[config.mk]
export PLATFORM = sky130hd
export DESIGN_NAME = biquad_bandpass_cascade
export DESIGN_NICKNAME = d
export VERILOG_FILES = /design/src/rtl/core/bqc_pkg.sv /design/src/rtl/core/bqc_serial_mac.sv /design/src/rtl/core/bqc_history.sv /design/src/rtl/core/biquad_bandpass_cascade.sv
export SDC_FILE = /design/constraint.sdc
export NUM_CORES = 2
export LEC_CHECK = 0
export BUFFER_PORTS_ARGS = -buffer_cell sky130_fd_sc_hd__buf_2
export CAP_MARGIN = 15
export CORE_MARGIN = 8
export CORE_UTILIZATION = 60
export CTS_CLUSTER_SIZE = 25
export DETAILED_ROUTE_END_ITERATION = 8
export PLACE_DENSITY = 0.8
export SYNTH_ARGS = -nofsm -noshare
export SYNTH_HDL_FRONTEND = slang
export SYNTH_SLANG_ARGS = --single-unit
[constraint.sdc]
create_clock -name clk -period 8.79 [get_ports clk]
set_clock_uncertainty 0.1 [all_clocks]
set_input_delay 2.1975 -clock clk [delete_from_list [all_inputs] [get_ports clk]]
set_output_delay 2.1975 -clock clk [all_outputs]
set_load 0.02 [all_outputs]
[src/rtl/core/bqc_pkg.sv]
// ----------------------------------------------------------------------------
// bqc_pkg
// Shared constants, register codes and control types for the biquad cascade.
// ----------------------------------------------------------------------------
`default_nettype none

package bqc_pkg;

  localparam int SAMPLE_BITS_DEF    = 24;
  localparam int COEF_FRAC_BITS_DEF = 24;

  // Coefficient register width (Q2.24 by default)
  localparam int COEF_BITS = 27;
  // Serial accumulator: b1 = 2*b0 and five terms summed, plus headroom
  localparam int ACC_BITS  = COEF_BITS + 4;

  localparam int NUM_SECTIONS = 4;
  localparam int SEC_BITS     = 2;

  localparam int APB_ADDR_BITS = 5;
  localparam int APB_DATA_BITS = 32;
  localparam int REG_IDX_BITS  = 3;

  localparam logic [REG_IDX_BITS-1:0] REG_HP_B0 = 3'd0;
  localparam logic [REG_IDX_BITS-1:0] REG_HP_A1 = 3'd1;
  localparam logic [REG_IDX_BITS-1:0] REG_HP_A2 = 3'd2;
  localparam logic [REG_IDX_BITS-1:0] REG_LP_B0 = 3'd3;
  localparam logic [REG_IDX_BITS-1:0] REG_LP_A1 = 3'd4;
  localparam logic [REG_IDX_BITS-1:0] REG_LP_A2 = 3'd5;

  typedef struct packed {
    logic load;   // take operands and coefficients, clear accumulator
    logic step;   // one bit of every operand
    logic msb;    // current bit is the sign bit (negative weight)
    logic round;  // round and scale the finished sum
  } bqc_mac_ctrl_t;

endpackage

`default_nettype wire

[src/rtl/core/bqc_serial_mac.sv]
// ----------------------------------------------------------------------------
// bqc_serial_mac
// Bit-serial multiply-accumulate for one direct-form-I biquad section.
// Operands go LSB first; accumulator shifts right one bit a cycle on step.
// ----------------------------------------------------------------------------
`default_nettype none

module bqc_serial_mac #(
  parameter int SAMPLE_BITS    = bqc_pkg::SAMPLE_BITS_DEF,
  parameter int COEF_FRAC_BITS = bqc_pkg::COEF_FRAC_BITS_DEF
) (
  input  wire                                  clk,
  input  bqc_pkg::bqc_mac_ctrl_t               ctrl,
  input  wire        [SAMPLE_BITS-1:0]         x,
  input  wire        [SAMPLE_BITS-1:0]         x1,
  input  wire        [SAMPLE_BITS-1:0]         x2,
  input  wire        [SAMPLE_BITS-1:0]         y1,
  input  wire        [SAMPLE_BITS-1:0]         y2,
  input  wire signed [bqc_pkg::COEF_BITS-1:0]  b0,
  input  wire signed [bqc_pkg::COEF_BITS-1:0]  a1,
  input  wire signed [bqc_pkg::COEF_BITS-1:0]  a2,
  input  wire                                  lowpass,
  output logic       [SAMPLE_BITS-1:0]         y,
  output logic                                 clip
);
  import bqc_pkg::*;

  localparam int FULL_BITS = ACC_BITS + SAMPLE_BITS;
  localparam int Q_BITS    = FULL_BITS - COEF_FRAC_BITS;

  localparam logic signed [ACC_BITS-1:0]  ZERO = '0;
  localparam logic signed [FULL_BITS-1:0] RND  =
    {{(FULL_BITS-1){1'b0}}, 1'b1} << (COEF_FRAC_BITS - 1);
  localparam logic signed [Q_BITS-1:0] Y_MAX =
    {{(Q_BITS-SAMPLE_BITS+1){1'b0}}, {(SAMPLE_BITS-1){1'b1}}};
  localparam logic signed [Q_BITS-1:0] Y_MIN =
    {{(Q_BITS-SAMPLE_BITS+1){1'b1}}, {(SAMPLE_BITS-1){1'b0}}};

  logic        [SAMPLE_BITS-1:0] sx, sx1, sx2, sy1, sy2;
  logic signed [ACC_BITS-1:0]    b0_r, b1_r, a1_r, a2_r;
  logic signed [ACC_BITS-1:0]    acc_hi;
  logic        [SAMPLE_BITS-1:0] acc_lo;
  logic signed [Q_BITS-1:0]      q;

  logic signed [ACC_BITS-1:0]    b0_ext, b1_ext, partial, t;
  logic signed [FULL_BITS-1:0]   sum;

  assign b0_ext = ACC_BITS'(b0);
  assign b1_ext = lowpass ? (b0_ext <<< 1) : -(b0_ext <<< 1);

  // one bit of each operand selects its coefficient
  assign partial = (sx[0]  ? b0_r : ZERO) + (sx2[0] ? b0_r : ZERO)
                 + (sx1[0] ? b1_r : ZERO) - (sy1[0] ? a1_r : ZERO)
                 - (sy2[0] ? a2_r : ZERO);
  assign t   = ctrl.msb ? (acc_hi - partial) : (acc_hi + partial);
  assign sum = $signed({acc_hi, acc_lo}) + RND;

  always_ff @(posedge clk) begin
    if (ctrl.load) begin
      sx     <= x;
      sx1    <= x1;
      sx2    <= x2;
      sy1    <= y1;
      sy2    <= y2;
      b0_r   <= b0_ext;
      b1_r   <= b1_ext;
      a1_r   <= ACC_BITS'(a1);
      a2_r   <= ACC_BITS'(a2);
      acc_hi <= '0;
      acc_lo <= '0;
    end else if (ctrl.step) begin
      sx     <= sx  >> 1;
      sx1    <= sx1 >> 1;
      sx2    <= sx2 >> 1;
      sy1    <= sy1 >> 1;
      sy2    <= sy2 >> 1;
      acc_hi <= t >>> 1;
      acc_lo <= {t[0], acc_lo[SAMPLE_BITS-1:1]};
    end
    if (ctrl.round) begin
      q <= sum[FULL_BITS-1:COEF_FRAC_BITS];
    end
  end

  always_comb begin
    clip = 1'b0;
    y    = q[SAMPLE_BITS-1:0];
    if (q > Y_MAX) begin
      y    = Y_MAX[SAMPLE_BITS-1:0];
      clip = 1'b1;
    end else if (q < Y_MIN) begin
      y    = Y_MIN[SAMPLE_BITS-1:0];
      clip = 1'b1;
    end
  end

endmodule

`default_nettype wire

[src/rtl/core/bqc_history.sv]
// ----------------------------------------------------------------------------
// bqc_history
// Per-section delay lines: last two inputs and last two outputs.
// ----------------------------------------------------------------------------
`default_nettype none

module bqc_history #(
  parameter int SAMPLE_BITS = bqc_pkg::SAMPLE_BITS_DEF
) (
  input  wire                          clk,
  input  wire                          rst,
  input  wire                          clear,
  input  wire                          wr,
  input  wire  [bqc_pkg::SEC_BITS-1:0] sel,
  input  wire  [SAMPLE_BITS-1:0]       x_in,
  input  wire  [SAMPLE_BITS-1:0]       y_in,
  output logic [SAMPLE_BITS-1:0]       x1,
  output logic [SAMPLE_BITS-1:0]       x2,
  output logic [SAMPLE_BITS-1:0]       y1,
  output logic [SAMPLE_BITS-1:0]       y2
);
  import bqc_pkg::*;

  logic [SAMPLE_BITS-1:0] hx1 [NUM_SECTIONS];
  logic [SAMPLE_BITS-1:0] hx2 [NUM_SECTIONS];
  logic [SAMPLE_BITS-1:0] hy1 [NUM_SECTIONS];
  logic [SAMPLE_BITS-1:0] hy2 [NUM_SECTIONS];

  always_ff @(posedge clk) begin
    if (rst || clear) begin
      for (int i = 0; i < NUM_SECTIONS; i++) begin
        hx1[i] <= '0;
        hx2[i] <= '0;
        hy1[i] <= '0;
        hy2[i] <= '0;
      end
    end else if (wr) begin
      hx2[sel] <= hx1[sel];
      hx1[sel] <= x_in;
      hy2[sel] <= hy1[sel];
      hy1[sel] <= y_in;
    end
  end

  assign x1 = hx1[sel];
  assign x2 = hx2[sel];
  assign y1 = hy1[sel];
  assign y2 = hy2[sel];

endmodule

`default_nettype wire

[src/rtl/core/biquad_bandpass_cascade.sv]
// ----------------------------------------------------------------------------
// biquad_bandpass_cascade
// Four direct-form-I biquads in series (two high-pass, two low-pass) on one
// shared bit-serial MAC. Each section runs load, then one bit per cycle,
// then round, then saturate and write history.
// A new sample is accepted only in idle, after the last result has gone to
// the single output register; that register frees the input side.
// Reset: synchronous; clears coefficients, all section history and control.
// ----------------------------------------------------------------------------
`default_nettype none

module biquad_bandpass_cascade #(
  parameter int SAMPLE_BITS    = bqc_pkg::SAMPLE_BITS_DEF,
  parameter int COEF_FRAC_BITS = bqc_pkg::COEF_FRAC_BITS_DEF
) (
  input  wire                                clk,
  input  wire                                rst,
  // stream in
  input  wire                                s_tvalid,
  output logic                               s_tready,
  input  wire  [((SAMPLE_BITS+7)/8)*8-1:0]   s_tdata,   // [SAMPLE_BITS-1:0] sample_in
  input  wire                                s_tuser,   // [0] start_of_take
  // stream out
  output logic                               m_tvalid,
  input  wire                                m_tready,
  output logic [((SAMPLE_BITS+7)/8)*8-1:0]   m_tdata,   // [SAMPLE_BITS-1:0] sample_out
  output logic                               m_tuser,   // [0] clipped
  // configuration
  input  wire                                psel,
  input  wire                                penable,
  input  wire                                pwrite,
  input  wire  [bqc_pkg::APB_ADDR_BITS-1:0]  paddr,
  input  wire  [bqc_pkg::APB_DATA_BITS-1:0]  pwdata,
  output logic [bqc_pkg::APB_DATA_BITS-1:0]  prdata,
  output logic                               pready
);
  import bqc_pkg::*;

  localparam int TDATA_BITS = ((SAMPLE_BITS + 7) / 8) * 8;
  localparam int CNT_BITS   = $clog2(SAMPLE_BITS);
  localparam logic [CNT_BITS-1:0] CNT_LAST = CNT_BITS'(SAMPLE_BITS - 1);
  localparam logic [SEC_BITS-1:0] SEC_LAST = SEC_BITS'(NUM_SECTIONS - 1);

  typedef enum logic [2:0] {
    ST_IDLE,
    ST_LOAD,
    ST_MAC,
    ST_ROUND,
    ST_SAT,
    ST_FINISH
  } state_t;

  function automatic logic [APB_DATA_BITS-1:0] sext_coef(logic [COEF_BITS-1:0] c);
    return {{(APB_DATA_BITS-COEF_BITS){c[COEF_BITS-1]}}, c};
  endfunction

  state_t                 state;
  logic [SEC_BITS-1:0]    sec;
  logic [CNT_BITS-1:0]    cnt;
  logic [SAMPLE_BITS-1:0] cur_x;
  logic                   clip_acc;

  logic [COEF_BITS-1:0] hp_b0, hp_a1, hp_a2, lp_b0, lp_a1, lp_a2;
  logic [REG_IDX_BITS-1:0] reg_idx;

  bqc_mac_ctrl_t          mac_ctrl;
  logic [SAMPLE_BITS-1:0] h_x1, h_x2, h_y1, h_y2;
  logic [SAMPLE_BITS-1:0] mac_y;
  logic                   mac_clip;
  logic                   lowpass;

  // ---- configuration registers ----
  assign pready  = 1'b1;
  assign reg_idx = paddr[APB_ADDR_BITS-1:2];

  always_ff @(posedge clk) begin
    if (rst) begin
      hp_b0 <= '0;
      hp_a1 <= '0;
      hp_a2 <= '0;
      lp_b0 <= '0;
      lp_a1 <= '0;
      lp_a2 <= '0;
    end else if (psel && penable && pwrite) begin
      case (reg_idx)
        REG_HP_B0: hp_b0 <= pwdata[COEF_BITS-1:0];
        REG_HP_A1: hp_a1 <= pwdata[COEF_BITS-1:0];
        REG_HP_A2: hp_a2 <= pwdata[COEF_BITS-1:0];
        REG_LP_B0: lp_b0 <= pwdata[COEF_BITS-1:0];
        REG_LP_A1: lp_a1 <= pwdata[COEF_BITS-1:0];
        REG_LP_A2: lp_a2 <= pwdata[COEF_BITS-1:0];
        default: ;
      endcase
    end
  end

  always_comb begin
    case (reg_idx)
      REG_HP_B0: prdata = sext_coef(hp_b0);
      REG_HP_A1: prdata = sext_coef(hp_a1);
      REG_HP_A2: prdata = sext_coef(hp_a2);
      REG_LP_B0: prdata = sext_coef(lp_b0);
      REG_LP_A1: prdata = sext_coef(lp_a1);
      REG_LP_A2: prdata = sext_coef(lp_a2);
      default:   prdata = '0;
    endcase
  end

  // ---- sequencer ----
  assign s_tready = (state == ST_IDLE);
  // sections 2 and 3 are the low-pass pair
  assign lowpass  = sec[SEC_BITS-1];

  assign mac_ctrl.load  = (state == ST_LOAD);
  assign mac_ctrl.step  = (state == ST_MAC);
  assign mac_ctrl.msb   = (cnt == CNT_LAST);
  assign mac_ctrl.round = (state == ST_ROUND);

  always_ff @(posedge clk) begin
    if (rst) begin
      state    <= ST_IDLE;
      sec      <= '0;
      cnt      <= '0;
      clip_acc <= 1'b0;
      m_tvalid <= 1'b0;
    end else begin
      // in ST_FINISH the output slot is handled by the state itself
      if (m_tvalid && m_tready && state != ST_FINISH) begin
        m_tvalid <= 1'b0;
      end
      case (state)
        ST_IDLE: begin
          if (s_tvalid) begin
            cur_x    <= s_tdata[SAMPLE_BITS-1:0];
            clip_acc <= 1'b0;
            sec      <= '0;
            state    <= ST_LOAD;
          end
        end
        ST_LOAD: begin
          cnt   <= '0;
          state <= ST_MAC;
        end
        ST_MAC: begin
          if (cnt == CNT_LAST) begin
            state <= ST_ROUND;
          end else begin
            cnt <= cnt + 1'b1;
          end
        end
        ST_ROUND: begin
          state <= ST_SAT;
        end
        ST_SAT: begin
          cur_x    <= mac_y;
          clip_acc <= clip_acc | mac_clip;
          if (sec == SEC_LAST) begin
            state <= ST_FINISH;
          end else begin
            sec   <= sec + 1'b1;
            state <= ST_LOAD;
          end
        end
        ST_FINISH: begin
          if (!m_tvalid || m_tready) begin
            m_tvalid <= 1'b1;
            m_tdata  <= TDATA_BITS'(cur_x);
            m_tuser  <= clip_acc;
            state    <= ST_IDLE;
          end
        end
        default: begin
          state <= ST_IDLE;
        end
      endcase
    end
  end

  bqc_history #(
    .SAMPLE_BITS(SAMPLE_BITS)
  ) u_history (
    .clk   (clk),
    .rst   (rst),
    .clear (s_tvalid && s_tready && s_tuser),
    .wr    (state == ST_SAT),
    .sel   (sec),
    .x_in  (cur_x),
    .y_in  (mac_y),
    .x1    (h_x1),
    .x2    (h_x2),
    .y1    (h_y1),
    .y2    (h_y2)
  );

  bqc_serial_mac #(
    .SAMPLE_BITS   (SAMPLE_BITS),
    .COEF_FRAC_BITS(COEF_FRAC_BITS)
  ) u_mac (
    .clk     (clk),
    .ctrl    (mac_ctrl),
    .x       (cur_x),
    .x1      (h_x1),
    .x2      (h_x2),
    .y1      (h_y1),
    .y2      (h_y2),
    .b0      (lowpass ? lp_b0 : hp_b0),
    .a1      (lowpass ? lp_a1 : hp_a1),
    .a2      (lowpass ? lp_a2 : hp_a2),
    .lowpass (lowpass),
    .y       (mac_y),
    .clip    (mac_clip)
  );

endmodule

`default_nettype wire

Word level (Yosys, flattened, before mapping):

Memories as Yosys holds them, arrays and structs flattened. A register that Yosys moved wholly into a read port is not among the register bits.
Index checks and enable logic that the tools add are counted.

* bits in registers: 540
* memory bits (writable): 384
* logic and storage cells: 159
* memories: 4

Memories
* u_history.hx1: depth 4, bits a word 24, rd ports 1, clocked after Yosys merged registers in 1, write ports 4, RTL line bqc_history.sv:24 `logic [SAMPLE_BITS-1:0] hx1 [NUM_SECTIONS];`
* u_history.hx2: depth 4, bits a word 24, rd ports 1, clocked after Yosys merged registers in 1, write ports 4, RTL line bqc_history.sv:25 `logic [SAMPLE_BITS-1:0] hx2 [NUM_SECTIONS];`
* u_history.hy1: depth 4, bits a word 24, rd ports 1, clocked after Yosys merged registers in 1, write ports 4, RTL line bqc_history.sv:26 `logic [SAMPLE_BITS-1:0] hy1 [NUM_SECTIONS];`
* u_history.hy2: depth 4, bits a word 24, rd ports 1, clocked after Yosys merged registers in 1, write ports 4, RTL line bqc_history.sv:27 `logic [SAMPLE_BITS-1:0] hy2 [NUM_SECTIONS];`

* add/sub/neg operators: 10
* $lt $le $gt $ge: 2
* equal/unequal tests: 18
* mux-type cells: 67
* bitwise gates (word level): 2
* reduce and logical (&&, ||, !) cells: 29

Operators with widths (count)
* 24-bit 2-to-1 mux: 17
* 31-bit 2-to-1 mux: 7
* 32-bit case mux with 6 select lines: 1
* 24-bit OR reduction: 4
* 27-bit 2-to-1 mux: 3
* 31-bit adder: 2
* 31-bit subtractor: 2
* 54-bit by 25-bit adder with 55-bit output (second input constant): 1
* 24-bit case mux with 2 select lines: 1
* 30-bit by 31-bit adder with 31-bit output: 1
* 31-bit by 24-bit > comparator with 1-bit output (second input constant): 1
* 31-bit by 24-bit less-than comparator with 1-bit output (second input constant): 1
* 28-bit negator with 31-bit output: 1
* 30-bit by 31-bit subtractor with 31-bit output: 1
* 2-bit 2-to-1 mux: 14
* 3-bit case mux with 6 select lines: 1
* 2-bit AND reduction: 8
* 1-bit 2-to-1 mux: 15
* 3-bit by 2-bit == test with 1-bit output (second input constant): 4
* 3-bit == test (second input constant): 4
* 3-bit 2-to-1 mux: 4
* 3-bit AND reduction: 4
* 5-bit case mux with 2 select lines: 1
* 2-bit inequality test (second input constant): 4
* other kinds (17): 26

Longest topological paths before layout:

* word-level depth: 8
* gate-level depth with buffers: 34
* gate-level depth less buffers: 33

Cells and area by module:

A second synthesis with hierarchy kept.

* cells, all modules: 3786
* area total of the unflattened synthesis: 46271.9 um2

By module, submodules not included
* bqc_serial_mac: times used 1, cells each 1613, area each 18460.2 um2, sequential area each 8458.1 um2
* bqc_history: times used 1, cells each 1179, area each 17001.3 um2, sequential area each 11531.1 um2
* biquad_bandpass_cascade: times used 1, cells each 994, area each 10810.4 um2, sequential area each 4954.8 um2

Worst setup path after synthesis:

Ideal clock, no wire load.

* path type: register to register
* start point: register u_mac.sy1[0]
* end point: register u_mac.acc_hi[28]
* data arrival time: 7.334 ns
* data required time: 8.616 ns
* setup slack: 1.282 ns
* cell stages (with the launch flop): 32
* buffers on the path: 3
* cells stage by stage: edfxtp_1 -> clkbuf_1 -> clkbuf_1 -> nand2_1 -> fa_1 -> fa_1 -> inv_1 -> fa_1 -> inv_1 -> ha_1 -> nor2b_4 -> o2111a_2 -> or4_4 -> a2111oi_4 -> nand2b_1 -> nor4_1 -> a21oi_1 -> xnor2_1 -> ha_1 -> clkbuf_1 -> a21o_1 -> a21oi_1 -> o21ai_0 -> a21o_1 -> a21oi_1 -> o21ai_0 -> or3_1 -> o211a_1 -> o31a_1 -> a211oi_1 -> nor2_1 -> a31oi_1

* word-level cells in the longest chain between the ends: 5
* elaborated cells between the ends (all ways): 6

RTL lines
* from (decl): RTL line bqc_serial_mac.sv:39 `logic [SAMPLE_BITS-1:0] sx, sx1, sx2, sy1, sy2;`
* from (signal assigned): RTL line bqc_serial_mac.sv:63 `sy1 <= y1;`
* from (signal assigned): RTL line bqc_serial_mac.sv:75 `sy1 <= sy1 >> 1;`
* 31-bit 2-to-1 mux (*): RTL line bqc_serial_mac.sv:53 `+ (sx1[0] ? b1_r : ZERO) - (sy1[0] ? a1_r : ZERO)`
* 31-bit subtractor (*): RTL line bqc_serial_mac.sv:53
* 31-bit subtractor (*): RTL line bqc_serial_mac.sv:54 `- (sy2[0] ? a2_r : ZERO);`
* 30-bit by 31-bit adder with 31-bit output or 30-bit by 31-bit subtractor with 31-bit output (tied branches): RTL line bqc_serial_mac.sv:55 `assign t = ctrl.msb ? (acc_hi - partial) : (acc_hi + partial);`
* 31-bit 2-to-1 mux (*): RTL line bqc_serial_mac.sv:55
* to (signal assigned): RTL line bqc_serial_mac.sv:77 `acc_hi <= t >>> 1;`
* to (decl): RTL line bqc_serial_mac.sv:41 `logic signed [ACC_BITS-1:0] acc_hi;`

Every way passes the cells marked *; elsewhere a longest branch is shown, timed or not.
A chain may end at the register's enable or synchronous reset.

Final worst setup path:

* start point: register u_mac.sy1[0]
* end point: register u_mac.acc_hi[29] (netlist name)

* word-level cells in the longest chain between the ends: 5
* elaborated cells between the ends (all ways): 6

RTL lines (RTL line)
* 31-bit 2-to-1 mux (*): bqc_serial_mac.sv:53
* 31-bit subtractor (*): bqc_serial_mac.sv:53
* 31-bit subtractor (*): bqc_serial_mac.sv:54
* 30-bit by 31-bit adder with 31-bit output or 30-bit by 31-bit subtractor with 31-bit output (tied branches): bqc_serial_mac.sv:55
* 31-bit 2-to-1 mux (*): bqc_serial_mac.sv:55

Marked as above.

==> results.cfg <==
[cts]
post_cts_resized = 0
cts_hold_buf = 0
numCtsBuffers = 92
clk_path_buf_depth = 3
cts-root-buf = clkbuf_16
clk_pin_slew_ns = 0.06
cts.sinks = 901
cts_tree = built
clk_latency_ns = 0.69
cts_max_level = 3

[critical_path]
crit_arrival_ns = 8.69
timing.critical_path.mode_cell = o21ai_0
crit_path_max_incr_delay_ns = 0.73
worstSetupPathType = flip-flop to flip-flop
end_kind = flip-flop
worstSetupStartpointType = flip-flop
cpLargestDelayFamily = compound AO/OA/AOI/OAI gates
crit_slowest_cell = edfxtp_1
r2r_slack_ns = 0.58
cp_max_fo = 14
required_ns = 9.26
path_buf_inv = 3

[layout]
synthToLayoutAreaGrowth_pct = 10.2
final_cell_area_um2 = 49100
nets = 4278
mostFrequentLayoutCell = nand2_1
final_core_util_pct = 66.4
final_cell_mix = nand2_1, edfxtp_1, and2_1, a21oi_1, dfxtp_1
drive_gt1_share_pct = 12.8

[timing]
setup_viol = 0
hold_viol = 0
rsz0062_at_grt = false
slew_viol_final = 0
tightest_slew_ns = 1.29
max_freq_ghz = 0.122
finalCritPeriodShare_pct = 93.4
period_needed_ns = 8.21
slew_headroom_pct = 13.0
fin_tns_setup_ns = 0
fin_ws_ns = 0.577

[floorplan]
core_um2 = 73900
start_util_pct = 60.2
rows = 100
ios = 129
die_height_um = 288
die_area_um2 = 83200
die_x_um = 288

[place]
numPortBuffers = 120
dpl_cell_area_um2 = 46000
dp_hpwl_um = 67100
dpl_worst_slack_ns = 0.539
gp_congestion = 0.889

[yosys]
yosys.cell_types.count = 85
yosys.area.top_type = edfxtp_1
syn_area_um2 = 44500
synth-edff-count = 694
yosysSeqAreaShare_pct = 56.1
ys_ff_latch = 901
synth_top_cell_area_share_pct = 46.8
yosys_warnings = 0
synthCells = 4011
synthTopCellsByArea = edfxtp_1, dfxtp_1, nand2_1, mux4_2, and2_1
async_reset_ff_share_pct = 0
synth_fp_nets = 4237
synthFlopType = edfxtp_1
avgSynthCellArea_um2 = 11.1

[route]
routed_wl_um = 110000
vias = 31300
viasPerCell = 6.13
drc = 0
first_pass_iters = 6
drt-initial-drc-count = 3307
antenna_left = 0
avgRoutedWirePerCell_um = 21.5

[min_path]
hp-class = flip-flop to flip-flop

[pwr]
total_power_mw = 12.5
worst_ir_drop_vdd_mv = 0.201
powerDensity_nw_per_um2 = 255
power_leakage_nw = 19.0

[run_status]
status = finished, final reports clean

[flow_run]
max_cap_violations = 0

[global_routing]
grt_pass1_wl_um = 171000
antenna_found_initial = 4
grt_max_degree = 94
grt_overflow = 0
grt_usage_pct = 26.1
first_global_vias = 31000
==> cell families (layout without fill, tap and decap cells) <==
logic type	count (synthesis)	after routing	synth area share, %
and+or+nand+nor	1681	1681	17.5
buffers and inverters	379	495	3.26
DFF	901	901	56.1
AOI/OAI and AO/OA	602	602	8.17
xor gates and xnor gates	124	124	2.46
muxes	166	166	6.59
other	1	7	0.00842
adders and majority gates	157	157	5.93
==> metrics by stage <==
| stage | hold slack (ns) | instances |
|---|---|---|
| floorplan | 0.309 | 4011 |
| global placement | 0.353 | 4923 |
| detailed placement | 0.359 | 4923 |
| CTS | 0.368 | 5092 |
| global route | 0.386 | 5098 |
| finish | 0.368 | 5102 |
==> sequential cells by signal (all words and copies together) (netlist names), 30 cells and up, named ones only <==
register / cells
u_mac.q: 31
u_history.hy1: 96
u_mac.b1_r: 30
u_history.hx1: 96
u_history.hy2: 96
u_mac.acc_hi: 30
u_history.hx2: 96
==> worst paths after layout <==
| path | startpoint | endpoint | cells past startpoint |
|---|---|---|---|
| max reg2reg | u_mac.sy1[0]$_DFFE_PP_ | u_mac.acc_hi[29]$_SDFFE_PP0P_ | 30 |
| max | u_mac.sy1[0]$_DFFE_PP_ | u_mac.acc_hi[29]$_SDFFE_PP0P_ | 30 |
| min reg2reg | lp_a1[20]$_SDFFE_PP0P_ | lp_a1[20]$_SDFFE_PP0P_ | 2 |
| min | lp_a1[20]$_SDFFE_PP0P_ | lp_a1[20]$_SDFFE_PP0P_ | 2 |
==> final cells by class <==
type | instances | area, um2
sequential | 901 | 25000
fill | 5276 | 24900
multi-input combinational | 2731 | 18200
clock buffer | 122 | 2460
tap | 969 | 1210
timing repair buffer | 187 | 1120
clock inverter | 47 | 567
inverter | 139 | 534
antenna | 6 | 15.0
==> report_power, final <==
part           leakage [nW]  total [mW]  internal, mW  switching, mW
sequential             8.72        5.09          4.90          0.185
combinational          8.78        3.53          1.41           2.12
clock                  1.47        3.92          2.23           1.69
==> synth_stat cells, types with 4 or more instances <==
cell      number
mux2i_1       11
nand4_1       12
nor3b_1       10
or3_1         14
dfxtp_1      207
nor2_1       188
o31ai_1        9
nand2_1      903
inv_1        138
nor2b_1        9
edfxtp_1     694
xnor2_1       76
o21a_1         9
o31a_1         7
and2_1       294
a21oi_1      233
nand3b_1       5
mux4_2        96
fa_1          90
or2_2          8
nor4_1         8
buf_4          6
a21o_1        21
and3_1        94
mux2_2        59
o21bai_1       6
buf_2          4
ha_1          67
nand3_1       64
a211oi_1       8
xor2_1        47
a31oi_1       10
nand2b_1      14
o211ai_1       9
buf_1         16
nor3_1        34
clkbuf_1     213
a22oi_1       83
o21ai_0      159
==> metal layers <==
layer  global-route usage, %  routed length (um)
met5                       0                   0
met2                    43.8               53800
met1                    34.2               42700
met3                    4.68                9970
met4                    8.92                3200
==> worst reg2reg max path, delay by kind of cell, from the launching register on <==
kind	cells	cell delay (ns)
AO/OA/AOI/OAI	12	2.42
adder cells (fa/ha/maj)	5	2.33
AND/OR/NAND/NOR	7	1.55
flip-flops	1	0.73
buffers and inverters	3	0.40
XOR/XNOR	2	0.39
multiplexers	1	0.19
==> timing repair <==
item,4_1_cts,5_1_grt
endpoints found under the hold margin,0,0
endpoints found under the setup margin,0,1
buffers inserted,0,2
Note: power is estimated with default switching activity, not from simulation.
